### config.mk
export PLATFORM = sky130hd
export DESIGN_NAME = rar_ram
export DESIGN_NICKNAME = d
export VERILOG_FILES = /design/src/sv/range_add_range_max_tree_core_defines.svh /design/src/sv/rar_ram.sv
export SDC_FILE = /design/constraint.sdc
export NUM_CORES = 1
export LEC_CHECK = 0
export ABC_AREA = 1
export BUFFER_PORTS_ARGS = -buffer_cell sky130_fd_sc_hd__buf_4
export CORE_ASPECT_RATIO = 0.6
export CORE_MARGIN = 5
export CORE_UTILIZATION = 34
export DETAILED_ROUTE_END_ITERATION = 10
export PLACE_DENSITY_LB_ADDON = 0.15
export SLEW_MARGIN = 20
export SYNTH_ARGS = -nofsm -noshare
export SYNTH_HDL_FRONTEND = slang
export SYNTH_SLANG_ARGS = --single-unit
### constraint.sdc
create_clock -name clk -period 2.1 [get_ports clk]
set_clock_uncertainty 0.05 [all_clocks]
set_input_delay 0.525 -clock clk [delete_from_list [all_inputs] [get_ports clk]]
set_output_delay 0.525 -clock clk [all_outputs]
set_load 0.01 [all_outputs]
### src/sv/range_add_range_max_tree_core_defines.svh
// Assertion macros for the range add / range maximum tree core
`ifndef RANGE_ADD_RANGE_MAX_TREE_CORE_DEFINES_SVH
`define RANGE_ADD_RANGE_MAX_TREE_CORE_DEFINES_SVH

`ifndef NO_ASSERTIONS
// hold cons in the same cycle as ante
`define RAR_ASSERT_IMPL(label, clk, rst_n, ante, cons) \
	label: assert property (@(posedge clk) disable iff (!rst_n) (ante) |-> (cons)) \
		else $error("rar: same-cycle check failed");
// hold cons in the cycle after ante
`define RAR_ASSERT_NEXT(label, clk, rst_n, ante, cons) \
	label: assert property (@(posedge clk) disable iff (!rst_n) (ante) |=> (cons)) \
		else $error("rar: next-cycle check failed");
`else
`define RAR_ASSERT_IMPL(label, clk, rst_n, ante, cons)
`define RAR_ASSERT_NEXT(label, clk, rst_n, ante, cons)
`endif

`endif

### src/sv/rar_ram.sv
`default_nettype none
module rar_ram #(
	parameter int WIDTH = 8,
	parameter int DEPTH = 16
) (
	input  wire logic                     clk,
	input  wire logic                     we,
	input  wire logic [$clog2(DEPTH)-1:0] wa,
	input  wire logic [WIDTH-1:0]         wd,
	input  wire logic [$clog2(DEPTH)-1:0] ra,
	output logic      [WIDTH-1:0]         rd
);
	logic [WIDTH-1:0] mem [DEPTH];

	always_ff @(posedge clk) begin
		if (we) begin
			mem[wa] <= wd;
		end
		rd <= mem[ra];
	end
endmodule
`default_nettype wire
==> reports/metrics.yaml <==
htree_num_levels: 4
p_total_mw: 6.13
synth_top_area_share_pct: 66.7
hold_viol: 0
synth_area_per_cell_um2: 10.5
via_count_of_the_first_global_routing_pass: 3632
synth.distinct_cells: 12
kind_of_critical_path: "reg2out"
power.share.switching_pct: 23.8
headroom_to_the_max_slew_limit_pct: 56.5
io-pin-count: 26
max_freq_mhz: 663
p_switching_mw: 1.46
setup_slack_of_the_most_critical_reg_to_reg_path_ps: 900
post_synth_main_area_contributors: "edfxtp_1 (67%), nand2_1 (11%), nand3_1 (8.4%)"
numCtsBuffers: 17
critPathLaunchType: "flip-flop"
fillCellCount: 1619
largest_delay_share_family_worst_path: "flip-flops"
worstSetupEndpointType: "output pin"
final_layout_size_suffix_gt1_share_pct: 13.2
synth_xor_xnor_area_share_pct: 0
syn2layout_area_growth_pct: 17.9
finish.cell_count_without_fillers: 835
power.share.combinational_pct: 6.8
drt_pass1_iterations: 5
avgViaCountPerCell: 4.57
clkLatencyLatePin_ps: 410
synthSimpleGateAreaFrac_pct: 21.0
post_synth_fa_ha_maj_area_fraction_pct: 0
cts-hold-fix-buffers: 0
hold_ws_ps: 399
io_buffers: 25
dp.final_hpwl_mm: 9.64
dieWidth_um: 178
most_common_cell_after_layout_fill_and_taps_aside: "nand2_1"
setup-tns-final_ps: 0
tritoncts: "done"
critical_path.max_fanout: 1
worst_ir_drop_vdd_mv: 0.358
grt_setup_unrepaired: "no"
antenna_found_initial: 0
routed_wl_mm: 15.0
final_max_slew_viol_count: 0
power.density_mw_per_mm2: 901
dpl_worst_slack_ps: 202
seq_cell_area_mm2: 0.00400
cts-root-to-sink-buffers: 2
synthesis.nets: 569
ys_ff_latch: 136
internal-power_mw: 4.67
power.clock.fraction_pct: 43.4
clock_tree_sinks: 136
tightestPinTransition_ps: 652
finalWeightedCongestion: 0.792
critical_path.n_buffers_inverters: 1
seqPwrFrac_pct: 49.8
starting_density_of_the_core_pct: 35.1
timing.final.ws_setup_ps: 592
highest_count_cells_in_the_layout_ignoring_fill_and_taps: "nand2_1 (173), edfxtp_1 (128), inv_1 (100), nand3_1 (97), buf_4 (46)"
crit_path_arrival_time_ps: 930
postcts_resize_cnt: 0
drt.antenna.violating_nets: 0
critical_path.slowest_cell: "dfxtp_1"
cts.clk_slew.worst_paths_ps: 60
detail_route.wl_per_cell_um: 18.0
dp_cells: 803
cts.repair_timing.setup_buffer_count: 0
synthesis.area_mm2: 0.00577
maxCapViolCount: 0
area_of_the_multi_input_gates_mm2: 0.00121
grt_overflow_total: 0
die_area_mm2: 0.0198
core_mm2: 0.0164
dominant_combinational_cell_family_by_area_after_synthesis: "simple AND/OR/NAND/NOR gates"
placementRows: 36
pin_count_of_the_biggest_net_entering_global_routing: 62
synth.yosys.warnings: 0
post_synth_mux_area_share_pct: 0
die_y_um: 111
fin_util_pct: 41.4
track_usage_pct: 15.9
synth_top_area_cell: "edfxtp_1"
design.final.nets: 612
static-leakage-power_nw: 2.92
seq_area_frac_synth_pct: 69.4
dpl-instance-area_mm2: 0.00627
crit_path_cell_trace: "buf_4"
synth_cells: 551
drt_first_iter_violations: 403
worstHoldPathType: "in2reg"
clock-root-buffer: "clkbuf_16"
status: "finished clean"
final_critical_path_share_of_the_clock_period_pct: 71.8
antenna_diodes: 0
max_stage_delay_ps: 380
final_cell_area_mm2: 0.00680
routed_vias: 3813
synth_area_in_compound_gates_pct: 0
drcViolationCount: 0
post-route-min-period_ps: 1510
grt_first_pass_wirelength_mm: 22.8
critPathRequiredTime_ps: 1520
finalSetupViolations: 0
## state kept, by name (all words and copies together) (netlist names)
| register | count |
|---|---|
| mem | 128 |
| rd | 8 |
## synth_stat cells
cell      count
buf_6         6
nor2_1       17
buf_1         1
edfxtp_1    128
nand3b_1      2
buf_2        13
dfxtp_1       8
inv_1       100
inv_2         2
buf_4         4
nand3_1      97
nand2_1     173
## area by class of cell
type | instances | share of cell area (%)
Clock inverter | 15 | 1.55
Timing Repair Buffer | 48 | 5.67
Sequential cell | 136 | 58.9
Clock buffer | 17 | 6.25
Inverter | 102 | 5.63
Multi-Input combinational cell | 289 | 17.8
Tap cell | 228 | 4.19
## cell families (layout without fill, tap and decap cells)
family / after synthesis / in the layout
AND/OR/NAND/NOR: 289 / 289
flip-flops: 136 / 136
buffers and inverters: 126 / 182
## routing by layer
metal	part of all wire [%]	wire, µm	vias up	track usage (%)
met4	0.95	142	0	4.22
met2	40	6070	109	21.3
met5	0	0	-	0
met1	52	7800	1830	25.3
met3	6.5	981	14	3.85
li1	-	-	1860	-
## final timing paths
check,from,to,depth (start not counted)
worst max-delay path,rd[4],rd[4],1
worst min-delay path,ra[3],rd[5],3
worst max register to register,mem[12][0],rd[0],6
worst min register to register,mem[10][7],rd[7],6
## power groups by stage
stage               combinational (mW)  sequential [mW]  clock, mW
floorplan                        0.214             3.11          0
global placement                 0.415             3.11          0
detailed placement               0.417             3.11          0
CTS                              0.420             3.05       2.72
global route                     0.463             3.06       2.85
finish                           0.415             3.05       2.66
(Power assumes the default switching activity.)
